===== src/assert_macros.svh =====
// Assertion macros shared by the RTL of the Tamura-Nei matrix block.
// No dependencies; ASSERT_OFF compiles every check away.
`ifndef ASSERT_MACROS_SVH
`define ASSERT_MACROS_SVH
`ifndef ASSERT_OFF
`define ASSERT_CLK(lbl, clk, rst_n, prop, msg) \
	lbl: assert property (@(posedge clk) disable iff (!rst_n) prop) else $error(msg);
`define ASSERT_NEVER(lbl, clk, rst_n, expr, msg) \
	lbl: assert property (@(posedge clk) disable iff (!rst_n) !(expr)) else $error(msg);
`else
`define ASSERT_CLK(lbl, clk, rst_n, prop, msg)
`define ASSERT_NEVER(lbl, clk, rst_n, expr, msg)
`endif
`endif


===== src/tnm_pkg.sv =====
// Shared types, constants and the exp(-1) constant for the Tamura-Nei block.
// No dependencies.
package tnm_pkg;

	localparam int NUM_BASES  = 4;
	localparam int MATRIX_LEN = NUM_BASES * NUM_BASES;
	localparam int FRAC_BITS  = 16;
	localparam int FREQ_W     = 16;
	localparam int PROB_W     = FRAC_BITS + 1;   // holds 1.0 exactly
	localparam int EXP_TERMS  = 12;              // Horner terms of exp(-f)
	localparam int PWR_STAGES = 22;              // exp(-1)^n steps, n < 23
	localparam int EXP_ZERO_N = PWR_STAGES + 1;  // n at which exp underflows
	localparam int EXP_OPS    = 5;
	localparam int X_W        = 33;              // rate*d in Q9.24 (17x16 bits)
	localparam int NUM_W      = 33;              // within-group dividend
	localparam int DEN_W      = FREQ_W + 1;      // group frequency sum
	localparam int QUO_W      = PROB_W;
	localparam int DIV_PER_STAGE = 2;
	localparam int DIV_STAGES = (QUO_W + DIV_PER_STAGE - 1) / DIV_PER_STAGE;

	typedef logic [PROB_W-1:0] prob_t;
	typedef logic [NUM_BASES-1:0][FREQ_W-1:0] freq_vec_t;

	localparam prob_t ONE_PROB = prob_t'(1) << FRAC_BITS;

	typedef enum logic [2:0] {
		EXP_BETA = 3'd0,  // beta*d
		EXP_IPUR = 3'd1,  // alpha_R*d
		EXP_IPYR = 3'd2,  // alpha_Y*d
		EXP_APUR = 3'd3,  // (alpha_R+beta)*d
		EXP_APYR = 3'd4   // (alpha_Y+beta)*d
	} exp_op_t;

	typedef struct packed {
		logic           valid;
		exp_op_t        op;
		logic [X_W-1:0] x;
		freq_vec_t      freq;
	} exp_req_t;

	typedef struct packed {
		logic      valid;
		exp_op_t   op;
		prob_t     e;
		freq_vec_t freq;
	} exp_rsp_t;

	typedef struct packed {
		logic             valid;
		logic [1:0]       col;
		logic [NUM_W-1:0] num;
		logic [DEN_W-1:0] den;
		logic             zero;
		prob_t            bg;
		prob_t [1:0]      ea;
	} div_req_t;

	typedef struct packed {
		logic        valid;
		logic [1:0]  col;
		prob_t       quo;
		logic        zero;
		prob_t       bg;
		prob_t [1:0] ea;
	} div_rsp_t;

	// exp(-1) in Q0.32: truncated square of the Horner series at f = 1/2
	function automatic logic [31:0] calc_exp_m1();
		logic [63:0] p;
		logic [63:0] f;
		logic [63:0] h;
		p = 64'd1 << 32;
		f = 64'd1 << 31;
		for (int k = EXP_TERMS; k >= 1; k--) begin
			p = (64'd1 << 32) - ((f * p) >> 32) / 64'(k);
		end
		h = p;
		return 32'((h * h) >> 32);
	endfunction

	localparam logic [31:0] EXP_M1 = calc_exp_m1();

endpackage


===== src/tnm_div.sv =====
// Pipelined restoring divider for the within-group term, two quotient bits
// per stage. Depends on tnm_pkg.
module tnm_div import tnm_pkg::*; (
	input  logic     clk,
	input  logic     arst_n,
	input  div_req_t req,
	output div_rsp_t rsp
);

	typedef struct packed {
		logic [1:0]       col;
		logic [DEN_W-1:0] den;
		logic             zero;
		prob_t            bg;
		prob_t [1:0]      ea;
	} div_side_t;

	logic             vld_d  [DIV_STAGES];
	logic [DEN_W-1:0] rem_d  [DIV_STAGES];
	logic [QUO_W-1:0] dvd_d  [DIV_STAGES];
	logic [QUO_W-1:0] quo_d  [DIV_STAGES];
	div_side_t        side_d [DIV_STAGES];

	for (genvar s = 0; s < DIV_STAGES; s++) begin : g_stage
		logic             vld_in;
		logic [DEN_W-1:0] rem_in;
		logic [QUO_W-1:0] dvd_in;
		logic [QUO_W-1:0] quo_in;
		div_side_t        side_in;
		logic [DEN_W-1:0] rem;
		logic [QUO_W-1:0] dvd;
		logic [QUO_W-1:0] quo;
		logic [DEN_W:0]   trial;

		if (s == 0) begin : g_first
			// quotient fits QUO_W bits, so the high part is already below den
			assign vld_in       = req.valid;
			assign rem_in       = DEN_W'(req.num[NUM_W-1:QUO_W]);
			assign dvd_in       = req.num[QUO_W-1:0];
			assign quo_in       = '0;
			assign side_in.col  = req.col;
			assign side_in.den  = req.den;
			assign side_in.zero = req.zero;
			assign side_in.bg   = req.bg;
			assign side_in.ea   = req.ea;
		end else begin : g_next
			assign vld_in  = vld_d[s-1];
			assign rem_in  = rem_d[s-1];
			assign dvd_in  = dvd_d[s-1];
			assign quo_in  = quo_d[s-1];
			assign side_in = side_d[s-1];
		end

		always_comb begin
			rem   = rem_in;
			dvd   = dvd_in;
			quo   = quo_in;
			trial = '0;
			for (int u = 0; u < DIV_PER_STAGE; u++) begin
				if (s * DIV_PER_STAGE + u < QUO_W) begin
					trial = {rem, dvd[QUO_W-1]};
					if (trial >= {1'b0, side_in.den}) begin
						rem = DEN_W'(trial - {1'b0, side_in.den});
						quo = {quo[QUO_W-2:0], 1'b1};
					end else begin
						rem = trial[DEN_W-1:0];
						quo = {quo[QUO_W-2:0], 1'b0};
					end
					dvd = {dvd[QUO_W-2:0], 1'b0};
				end
			end
		end

		always_ff @(posedge clk or negedge arst_n) begin
			if (!arst_n) begin
				vld_d[s] <= 1'b0;
			end else begin
				vld_d[s] <= vld_in;
			end
		end

		always_ff @(posedge clk) begin
			rem_d[s]  <= rem;
			dvd_d[s]  <= dvd;
			quo_d[s]  <= quo;
			side_d[s] <= side_in;
		end
	end

	assign rsp.valid = vld_d[DIV_STAGES-1];
	assign rsp.col   = side_d[DIV_STAGES-1].col;
	assign rsp.quo   = side_d[DIV_STAGES-1].zero ? '0 : quo_d[DIV_STAGES-1];
	assign rsp.zero  = side_d[DIV_STAGES-1].zero;
	assign rsp.bg    = side_d[DIV_STAGES-1].bg;
	assign rsp.ea    = side_d[DIV_STAGES-1].ea;

endmodule


===== config.mk =====
export PLATFORM = sky130hd
export DESIGN_NAME = tnm_div
export DESIGN_NICKNAME = d
export VERILOG_FILES = /design/src/assert_macros.svh /design/src/tnm_pkg.sv /design/src/tnm_div.sv
export SDC_FILE = /design/constraint.sdc
export NUM_CORES = 1
export LEC_CHECK = 0
export ABC_AREA = 1
export BUFFER_PORTS_ARGS = -buffer_cell sky130_fd_sc_hd__buf_2
export CAP_MARGIN = 30
export CORE_MARGIN = 2
export CORE_UTILIZATION = 40
export CTS_CLUSTER_DIAMETER = 30
export DETAILED_ROUTE_END_ITERATION = 10
export PLACE_DENSITY = 0.64
export SYNTH_ARGS = -nofsm -noshare
export SYNTH_HDL_FRONTEND = slang
export SYNTH_SLANG_ARGS = --single-unit
export TNS_END_PERCENT = 20

===== constraint.sdc =====
create_clock -name clk -period 7.71 [get_ports clk]
set_input_delay 0.771 -clock clk [delete_from_list [all_inputs] [get_ports clk]]
set_output_delay 0.771 -clock clk [all_outputs]
set_load 0.01 [all_outputs]

## Word level (Yosys, flattened, before mapping)

Memory sizes are Yosys's and may differ from the RTL's.
Index checks and enable logic that the tools add are counted.

| word-level totals | value |
|---|---|
| output and inout bits | 72 |
| ROM bits | 0 |
| memory bits (writable) | 1089 |
| bits in latches | 0 |
| register bits | 9 |
| word-level logic and storage cells | 82 |
| memories | 4 |

Memories:

| name | words | width | rd ports | clocked after memory_dff | wr ports | line | RTL |
|---|---|---|---|---|---|---|---|
| side_d | 9 | 71 | 9 | 0 | 9 | tnm_div.sv:22 | `div_side_t side_d [DIV_STAGES];` |
| quo_d | 9 | 17 | 9 | 0 | 9 | tnm_div.sv:21 | `logic [QUO_W-1:0] quo_d [DIV_STAGES];` |
| rem_d | 9 | 17 | 8 | 0 | 9 | tnm_div.sv:19 | `logic [DEN_W-1:0] rem_d [DIV_STAGES];` |
| dvd_d | 9 | 16 | 8 | 0 | 9 | tnm_div.sv:20 | `logic [QUO_W-1:0] dvd_d [DIV_STAGES];` |

| cells by class | value |
|---|---|
| magnitude comparators | 17 |
| div/mod/pow operators | 0 |
| reduce and logical (&&, ||, !) cells | 0 |
| bitwise gates (word level) | 0 |
| shift operators | 0 |
| multiplexer cells | 35 |
| equal/unequal tests | 0 |
| add/subtract/negate cells | 17 |
| $mul | 0 |

Operators with widths:

| kind | count |
|---|---|
| $mux 17 | 18 |
| $sub 17x17->17 | 17 |
| $ge 18x17->1 | 16 |
| $ge 17x17->1 | 1 |
| $mux 1 | 17 |

## Depth between registers and ports, before layout

Gate-level depths: netlist (run 1).
An unclocked memory read counts as a cell.

| depth | value |
|---|---|
| depth in word-level cells | 5 |
| mapped depth | 29 |
| gate-level depth less buffers | 27 |

## Worst setup path before layout (run 1)

OpenSTA, ideal clock, no wires.

| timing | value |
|---|---|
| kind | input -> register |
| start | input req[68] (netlist name) |
| end | memory rem_d[0][7] (netlist name) |
| library setup time | 112 ps |
| setup slack | 3998 ps |
| stages on the path | 22 |
| data required time | 7598 ps |
| data arrival time | 3600 ps |
| path through | inv_1 > ha_1 > buf_4 > a21oi_1 > nand2_1 > a21oi_1 > nand4_4 > buf_4 > nand2_1 > nand2_1 > fa_1 > nand2_1 > nand3_1 > nand2_1 > nand2_1 > nand2_1 > nand2_1 > a21oi_4 > nand2_4 > buf_6 > nand2_1 > nand2_1 |

RTL lines:

| item | line | RTL |
|---|---|---|
| start: declaration | tnm_div.sv:6 | `input div_req_t req,` |
| end: declaration | tnm_div.sv:19 |  |

==> flow_summary.rst, run 1 <==
.. list-table::
   :header-rows: 1

   * - Metric
     - Value
   * - Via count of the first global-routing pass
     - 29200
   * - Pins Over Slew Limit
     - 0
   * - Starting density of the core
     - 40.30%
   * - CTS HTree Levels
     - 4
   * - Quantity of hold-fixing buffers added after cts
     - 1
   * - Sinks on the clock net
     - 920
   * - Antenna violations before repair
     - 4
   * - Register area share after synthesis
     - 47.51%
   * - YS warnings
     - 0
   * - Data required time at the worst endpoint
     - 8420 ps
   * - Leading cell type in the layout, fill and taps excluded
     - sky130_fd_sc_hd__nand2_1
   * - Cell-by-cell listing of the critical path
     - inv_1 -> ha_1 -> nand2_1 -> nor2_1 -> nand3_1 -> nor3_1 -> nor2_1 -> nand2_2 -> inv_1 -> o21ai_0 -> ha_1 -> nand2_1 -> nand2_1 -> nand2_1 -> nand3_1 -> nand2_1 -> nand2_1 -> nand2_1 -> nand2_1 -> nand2_1 -> nand2_2 -> nor2_4 -> nand2_1 -> nand2_1
   * - Area of the mapped netlist
     - 38860 um^2
   * - Data arrival time at the worst-slack endpoint
     - 5490 ps
   * - Sum of negative setup slack
     - 0 ps
   * - CP Buf/Inv Count
     - 2
   * - FMAX
     - 209.3 MHz
   * - Count of cell types in the netlist
     - 46
   * - Post-cts sizing count
     - 0
   * - Worst clock skew on the final layout
     - 63.88 ps
   * - Detailed-route vias per instance
     - 4.664
   * - Delay of the slowest cell on the worst path
     - 530 ps
   * - Clock root buffer
     - sky130_fd_sc_hd__clkbuf_16
   * - Min Hold Slack
     - 90.92 ps
   * - Final Setup Violations
     - 0
   * - Number of I/O pins
     - 179
   * - TritonCTS clock tree
     - done
   * - Post-CTS Repair Setup Buffers
     - 0
   * - Status
     - complete, no violations
   * - Hold Vio Cnt, Final
     - 0
   * - Number of buffers inserted by port buffering
     - 178
   * - Reg2reg setup slack
     - 2930 ps
   * - Worst path most repeated cell
     - sky130_fd_sc_hd__nand2_1
   * - Largest delay share family, worst path
     - simple AND/OR/NAND/NOR gates
   * - Maximum number of pins on one net before global-route repair
     - 23
   * - Top fanout value on the critical path
     - 22
   * - Number of nets in the layout
     - 5545
   * - Period minus WS final
     - 4778 ps
   * - Cells after synthesis
     - 4840
   * - Normalized max-slew margin
     - 42.53%
   * - Kind of launch point of the worst setup path
     - flop
   * - Wire length per cell
     - 14.41 um
   * - Die area
     - 99660 um^2
   * - Worst R2R Path Depth
     - 24
   * - Area growth from synthesis to layout
     - 20.78%
   * - GR Util All Layers
     - 18.85%
   * - RePlAce Congestion
     - 0.9363
   * - Worst setup path start
     - side_d[0][58]$_DFF_P_
   * - Die boundary height
     - 315.7 um
   * - Number of antenna cells inserted
     - 0
   * - Core outline area
     - 96420 um^2
   * - Wire length of the first global-routing pass
     - 149600 um
   * - GR Overflow Total
     - 0
   * - First-pass iteration count of the detailed router
     - 5
   * - Avg Cell Area, Syn
     - 8.029 um^2
   * - Endpoint type of the worst setup path
     - flop
   * - Post-DP HPWL
     - 73950 um
   * - Die span in x
     - 315.7 um
   * - Total via count after detailed routing
     - 30540
   * - Crit path capture
     - rem_d[0][17]$_DFF_P_
   * - Post-route ant nets
     - 0
   * - Fraction of layout cells with a size suffix above 1
     - 11.44%
   * - Clock network latency to the later pin of the worst-skew pair
     - 760 ps
   * - Number of nets in the synthesized netlist
     - 5252
   * - CP max-delay cell
     - sky130_fd_sc_hd__o21ai_0
   * - Startpoint of the most critical register-to-register path
     - side_d[0][58]$_DFF_P_
   * - Standard-cell rows
     - 114
   * - Setup repair after global routing missed its margin
     - false
   * - Count of unresolved DRC violations after routing
     - 0
   * - Worst Tran Pin Value
     - 861.1 ps
   * - Number of violations reported at the end of detailed-routing iteration 0
     - 1893
   * - Clock transition at the register clock pins on the worst setup and hold paths after CTS
     - 60 ps
   * - Post-Route WL
     - 94350 um
   * - Worst min path class
     - in -> reg
   * - Critical path start-end classification
     - reg -> reg
   * - Count of maximum capacitance violations
     - 0
   * - Synth Register Bits
     - 920
   * - Reg-to-reg critical path endpoint
     - rem_d[0][17]$_DFF_P_
   * - Clock Tree Buf Depth
     - 3
   * - Period Utilization, post-route
     - 61.97%
   * - CTS Buf Count
     - 163
   * - Count of cell instances traversed by the critical path
     - 24
   * - Commonest non-fill, non-tap cells in the layout
     - sky130_fd_sc_hd__nand2_1, sky130_fd_sc_hd__dfxtp_1, sky130_fd_sc_hd__inv_1
[synth_stat cells, drive strengths merged]
cell    number  area, um^2
buf         49       344.1
ha         289        3616
a211oi       2       15.01
o21a         3       22.52
and2        14       87.58
inv        638        2395
a21o         9       67.56
xor2        87       762.0
nand3      329        1677
xnor2       46       402.9
a21oi      210        1092
o211ai       6       45.04
dfxtp      911       18240
o21ai      179       918.4
nor4        11       68.82
nor3        36       200.2
a31oi        8       50.05
fa          16       320.3
and3         2       12.51
or2         45       281.5
nand4       24       165.2
nor2       239        1018
nor2b        1       6.260
o21bai      36       270.3
nand3b      37       290.3
clkbuf       3       11.26
nand2     1601        6259
dfrtp        9       225.2
[cell type report]
class | count | area, um^2
clock buffers | 204 | 4464
clock inverters | 100 | 1461
fillers | 9323 | 49490
inverters | 638 | 2395
multi-input cells | 3230 | 17650
flip-flops and latches | 920 | 18460
well taps | 1276 | 1597
repair buffers | 180 | 908.4
[sequential cells by signal (all words and copies together) (netlist names)]
signal / count
rsp: 1
g_stage.vld_in: 8
dvd_d: 64
rem_d: 136
quo_d: 89
side_d: 622
[stage by stage]
step | util (%) | area [um^2] | setup WS [ps] | std cells
floorplan | - | 38860 | 3998 | 4840
global placement | 42.52 | 41000 | 2969 | 6243
detailed placement | 42.52 | 41000 | 2987 | 6243
CTS | 48.68 | 46940 | 3003 | 6548
global route | 48.68 | 46940 | 2464 | 6548
finish | 48.68 | 46940 | 2932 | 6548
[routing by layer]
metal | vias up | track usage (%) | routed length, um
met3 | 194 | 4.329 | 5414
met1 | 13650 | 25.01 | 44470
li1 | 15930 | - | -
met5 | - | 0 | 9
met2 | 758 | 29.53 | 41310
met4 | 2 | 7.809 | 3154
[how the worst min path moves through the flow]
stage          slack [ps]                endpoint                  start  cells after the start
2_1_floorplan         310   dvd_d[0][109]$_DFF_P_   dvd_d[0][91]$_DFF_P_                      0
5_1_grt                40   side_d[0][45]$_DFF_P_                req[45]                      1
3_5_place_dp          310    dvd_d[0][21]$_DFF_P_    dvd_d[0][3]$_DFF_P_                      0
4_1_cts                30   side_d[0][45]$_DFF_P_                req[45]                      1
3_3_place_gp          310  side_d[0][109]$_DFF_P_  side_d[0][38]$_DFF_P_                      0
6_report               90   side_d[0][45]$_DFF_P_                req[45]                      1
[cell families (layout without fill, tap and decap cells)]
group / after synthesis / in the layout / share of synthesized area [%]
flops: 920 / 920 / 47.51
simple gates: 2339 / 2339 / 25.90
buf+inv: 690 / 1122 / 7.077
fa+ha+maj: 305 / 305 / 10.13
xor+xnor: 133 / 133 / 2.998
compound gates: 453 / 453 / 6.385
Power of run 1 is not shown: default switching activity piles up to over one toggle a cycle in this logic, so the estimate is an artifact.
==> run 2, diff against run 1 <==
Settings changed: ABC_AREA 1 to 0, PLACE_DENSITY 0.64 to 0.66.
Clock period 7.71 ns to 3.8 ns, I/O delays scaled along.
==> run 2 against run 1 <==
Against the previous run:
- the run now ends with setup timing left
- cell count is 8.2% lower
- global-route usage grew 0.18 points
- first-iteration DRC count is 52% lower
- clock skew down 24 ps
- worst setup slack lost 4000 ps
- area after synthesis is 9.3% lower
- die area shrank 9.2%
- non-clock buffer count increased by 1193
- count of clock-buffer cells in the layout unchanged
- sequential cell count unchanged
- worst hold slack worse by 26 ps
- highest routed layer unchanged
==> flow_summary.rst, run 2 <==
.. list-table::
   :header-rows: 1

   * - Metric
     - Value
   * - Pins Over Slew Limit
     - 0
   * - Delay of the slowest cell on the worst path
     - 440 ps
   * - First-pass iteration count of the detailed router
     - 7
   * - Core outline area
     - 87020 um^2
   * - Data arrival time at the worst-slack endpoint
     - 5520 ps
   * - Violated checks
     - setup timing
   * - Kind of launch point of the worst setup path
     - flop
   * - CTS Buf Count
     - 170
   * - GR Util All Layers
     - 19.03%
   * - Leading cell type in the layout, fill and taps excluded
     - sky130_fd_sc_hd__buf_4
   * - Critical path start-end classification
     - reg -> reg
   * - TritonCTS clock tree
     - done
   * - Post-synth top cells
     - sky130_fd_sc_hd__dfxtp_1, sky130_fd_sc_hd__ha_1, sky130_fd_sc_hd__inv_1, sky130_fd_sc_hd__a21oi_1, sky130_fd_sc_hd__mux2_2
   * - CP max-delay cell
     - sky130_fd_sc_hd__a311o_2
   * - Number of nets in the layout
     - 5122
   * - Number of I/O pins
     - 179
   * - Antenna violations before repair
     - 3
   * - Clock network latency to the later pin of the worst-skew pair
     - 760 ps
   * - Commonest non-fill, non-tap cells in the layout
     - sky130_fd_sc_hd__buf_4, sky130_fd_sc_hd__dfxtp_1, sky130_fd_sc_hd__ha_1
   * - Number of flops mapped to enable cells by yosys
     - 0
   * - CTS HTree Levels
     - 4
   * - Number of nets in the synthesized netlist
     - 3615
   * - Total via count after detailed routing
     - 28420
   * - Worst Tran Pin Value
     - 653.7 ps
   * - Most flop-heavy register
     - side_d
   * - Cell-by-cell listing of the critical path
     - inv_2 -> ha_4 -> inv_2 -> fa_2 -> a21oi_4 -> o22ai_4 -> o211ai_1 -> nand4_1 -> a311o_2 -> nor2_2 -> a21oi_2 -> fa_2 -> a21o_1 -> a311o_1 -> a211o_1 -> a21oi_2 -> nor3_4 -> o22ai_2 -> nand2_2 -> buf_6 -> buf_16 -> mux2_2
   * - Total placed instance area
     - 45600 um^2
   * - Synth top area cells
     - sky130_fd_sc_hd__dfxtp_1, sky130_fd_sc_hd__ha_1, sky130_fd_sc_hd__mux2_2, sky130_fd_sc_hd__xnor2_1, sky130_fd_sc_hd__a21oi_1
   * - Clock root buffer
     - sky130_fd_sc_hd__clkbuf_16
   * - Fraction of layout cells with a size suffix above 1
     - 40.79%
   * - Area share of the largest cell type after synthesis
     - 51.74%
   * - Maximum number of pins on one net before global-route repair
     - 19
   * - Clock Tree Buf Depth
     - 3
   * - Post-Route M1 WL
     - 31800 um
   * - Clock transition at the register clock pins on the worst setup and hold paths after CTS
     - 50 ps
   * - Detailed-route vias per instance
     - 4.731
   * - Avg Cell Area, Syn
     - 11.00 um^2
   * - Count of fill cells added during filler insertion
     - 6888
   * - Starting density of the core
     - 40.50%
   * - Normalized max-slew margin
     - 56.16%
   * - GR Overflow Total
     - 0
   * - Wire length per cell
     - 14.51 um
   * - Routed length on met3
     - 2784 um
   * - FMAX
     - 203.4 MHz
   * - Post-Route WL
     - 87150 um
   * - Yosys top cell by area
     - sky130_fd_sc_hd__dfxtp_1
   * - Post-route ant nets
     - 0
   * - Count of maximum capacitance violations
     - 0
   * - Count of unresolved DRC violations after routing
     - 0
   * - Area growth from synthesis to layout
     - 54.53%
   * - Setup repair after global routing missed its margin
     - true
   * - Hold Vio Cnt, Final
     - 0
   * - Share of flip-flops with an asynchronous set or reset after synthesis
     - 0.9783%
   * - Data required time at the worst endpoint
     - 4410 ps
   * - Top fanout value on the critical path
     - 5
   * - Synth Register Bits
     - 920
   * - Cell with the most instances after synthesis
     - sky130_fd_sc_hd__dfxtp_1
   * - Worst clock skew on the final layout
     - 39.48 ps
   * - Number of violations reported at the end of detailed-routing iteration 0
     - 916
   * - Standard-cell rows
     - 108
   * - Post-DP HPWL
     - 63640 um
   * - Top_reg_cell synth
     - sky130_fd_sc_hd__dfxtp_1
   * - Endpoint type of the worst setup path
     - flop
   * - Count of cell types in the netlist
     - 93
   * - Area of combinational cells with multiple inputs
     - 16870 um^2
   * - Largest register FFs
     - 622
   * - Uppermost layer routed
     - met5
   * - Cells after synthesis
     - 3203
   * - Final cell utilization of the core
     - 62.59%
   * - Via count of the first global-routing pass
     - 29970
   * - Total non-filler cell area in the finished layout
     - 54460 um^2
   * - Wire length on met2
     - 47850 um
   * - Area of the mapped netlist
     - 35250 um^2
   * - Register area share after synthesis
     - 52.38%
   * - Sinks on the clock net
     - 920
   * - YS warnings
     - 0
   * - Die span in x
     - 300.8 um
   * - Worst min path class
     - in -> reg
   * - RePlAce Congestion
     - 0.9202
   * - Die boundary height
     - 300.8 um
   * - Number of buffers inserted by port buffering
     - 178
   * - Final setup slack of the worst path
     - -1116 ps
   * - Registers with the most flip-flops
     - side_d x622, rem_d x136, quo_d x89
   * - Period Utilization, post-route
     - 129.4%
   * - Final Setup Violations
     - 127
   * - Die area
     - 90500 um^2
   * - Status
     - finished with violations
   * - Sequential cell area
     - 18480 um^2
   * - Period minus WS final
     - 4916 ps
   * - Wire length of the first global-routing pass
     - 139800 um
[run 2: cell types whose count changed in the layout (fill, tap and decap cells not counted), moves of 89 or more]
cell and delta:
sky130_fd_sc_hd__dlygate4sd3_1 +89, sky130_fd_sc_hd__inv_1 -412, sky130_fd_sc_hd__buf_4 +1061, sky130_fd_sc_hd__nand2_1 -1440
sky130_fd_sc_hd__xnor2_1 +91, sky130_fd_sc_hd__nand3_1 -280, sky130_fd_sc_hd__mux2_2 +138
[run 2: what timing repair did]
action | 4_1_cts | 5_1_grt
hold buffers | 90 | 0
setup endpoints to repair | 143 | 143
resized for setup | 161 | 81
cloned | 6 | 1
setup buffers | 47 | 19
hold endpoints to repair | 97 | 0
pin swaps | 74 | 49
[run 2: cells by family (layout without fill, tap and decap cells)]
kind of cell / count (synthesis) / in the layout / share of synthesized area (%)
adder cells (fa/ha/maj): 305 / 305 / 11.17
multiplexers: 216 / 216 / 6.965
XOR/XNOR: 199 / 199 / 4.945
buffers and inverters: 276 / 1925 / 3.128
flip-flops: 920 / 920 / 52.38
AND/OR/NAND/NOR: 594 / 594 / 8.460
AO/OA/AOI/OAI: 693 / 693 / 12.95
other: 0 / 1 / 0
[run 2: path summary, 6_finish.rpt]
| check | startpoint | to | slack [ps] | cells past startpoint |
|---|---|---|---|---|
| max | dvd_d[0][31]$_DFF_P_ | rem_d[0][42]$_DFF_P_ | -1120 | 22 |
| min | req[88] | rem_d[0][4]$_DFF_P_ | 60 | 3 |
| max reg2reg | dvd_d[0][31]$_DFF_P_ | rem_d[0][42]$_DFF_P_ | -1120 | 22 |
| min reg2reg | dvd_d[0][1]$_DFF_P_ | dvd_d[0][19]$_DFF_P_ | 300 | 0 |
| max in group asynchronous | arst_n | g_stage[6].vld_in$_DFF_PN0_ | 2850 | 3 |
| min in group asynchronous | arst_n | g_stage[8].vld_in$_DFF_PN0_ | 650 | 3 |
[run 2: critical path: cells and delay by family, from the launching register on]
kind                       cells  cell delay, ps
AOI/OAI and AO/OA             10            2400
adders and majority gates      3             890
buffers and inverters          4             390
DFF                            1             320
muxes                          1             260
and+or+nand+nor                4             460
[run 2: area by class of cell]
type	count	area share, %
repair buffers	1373	19.31
clock inverters	110	3.067
clock buffers	204	8.394
well taps	1155	2.653
inverters	238	1.668
multi-input cells	2007	30.98
diodes	1	0.004595
flip-flops and latches	920	33.93
[run 2: stage by stage]
| stage | setup slack (ps) | cells | hold WS [ps] | setup TNS [ps] |
|---|---|---|---|---|
| 2_1_floorplan | -1117 | 3203 | 84.41 | -121640 |
| 3_3_place_gp | -1460 | 5538 | 229.2 | -156770 |
| 3_5_place_dp | -1534 | 5538 | 250.8 | -163220 |
| 4_1_cts | -1054 | 5994 | 9.776 | -111180 |
| 5_1_grt | -1247 | 6008 | 54.49 | -136920 |
| 6_report | -1116 | 6008 | 64.62 | -112300 |
[run 2: routing by layer]
metal | track usage (%) | vias up
met2 | 37.33 | 542
met4 | 11.53 | 4
li1 | - | 14370
met5 | 0 | -
met3 | 3.838 | 283
met1 | 17.91 | 13220
Power of run 2 is left out for the same reason.
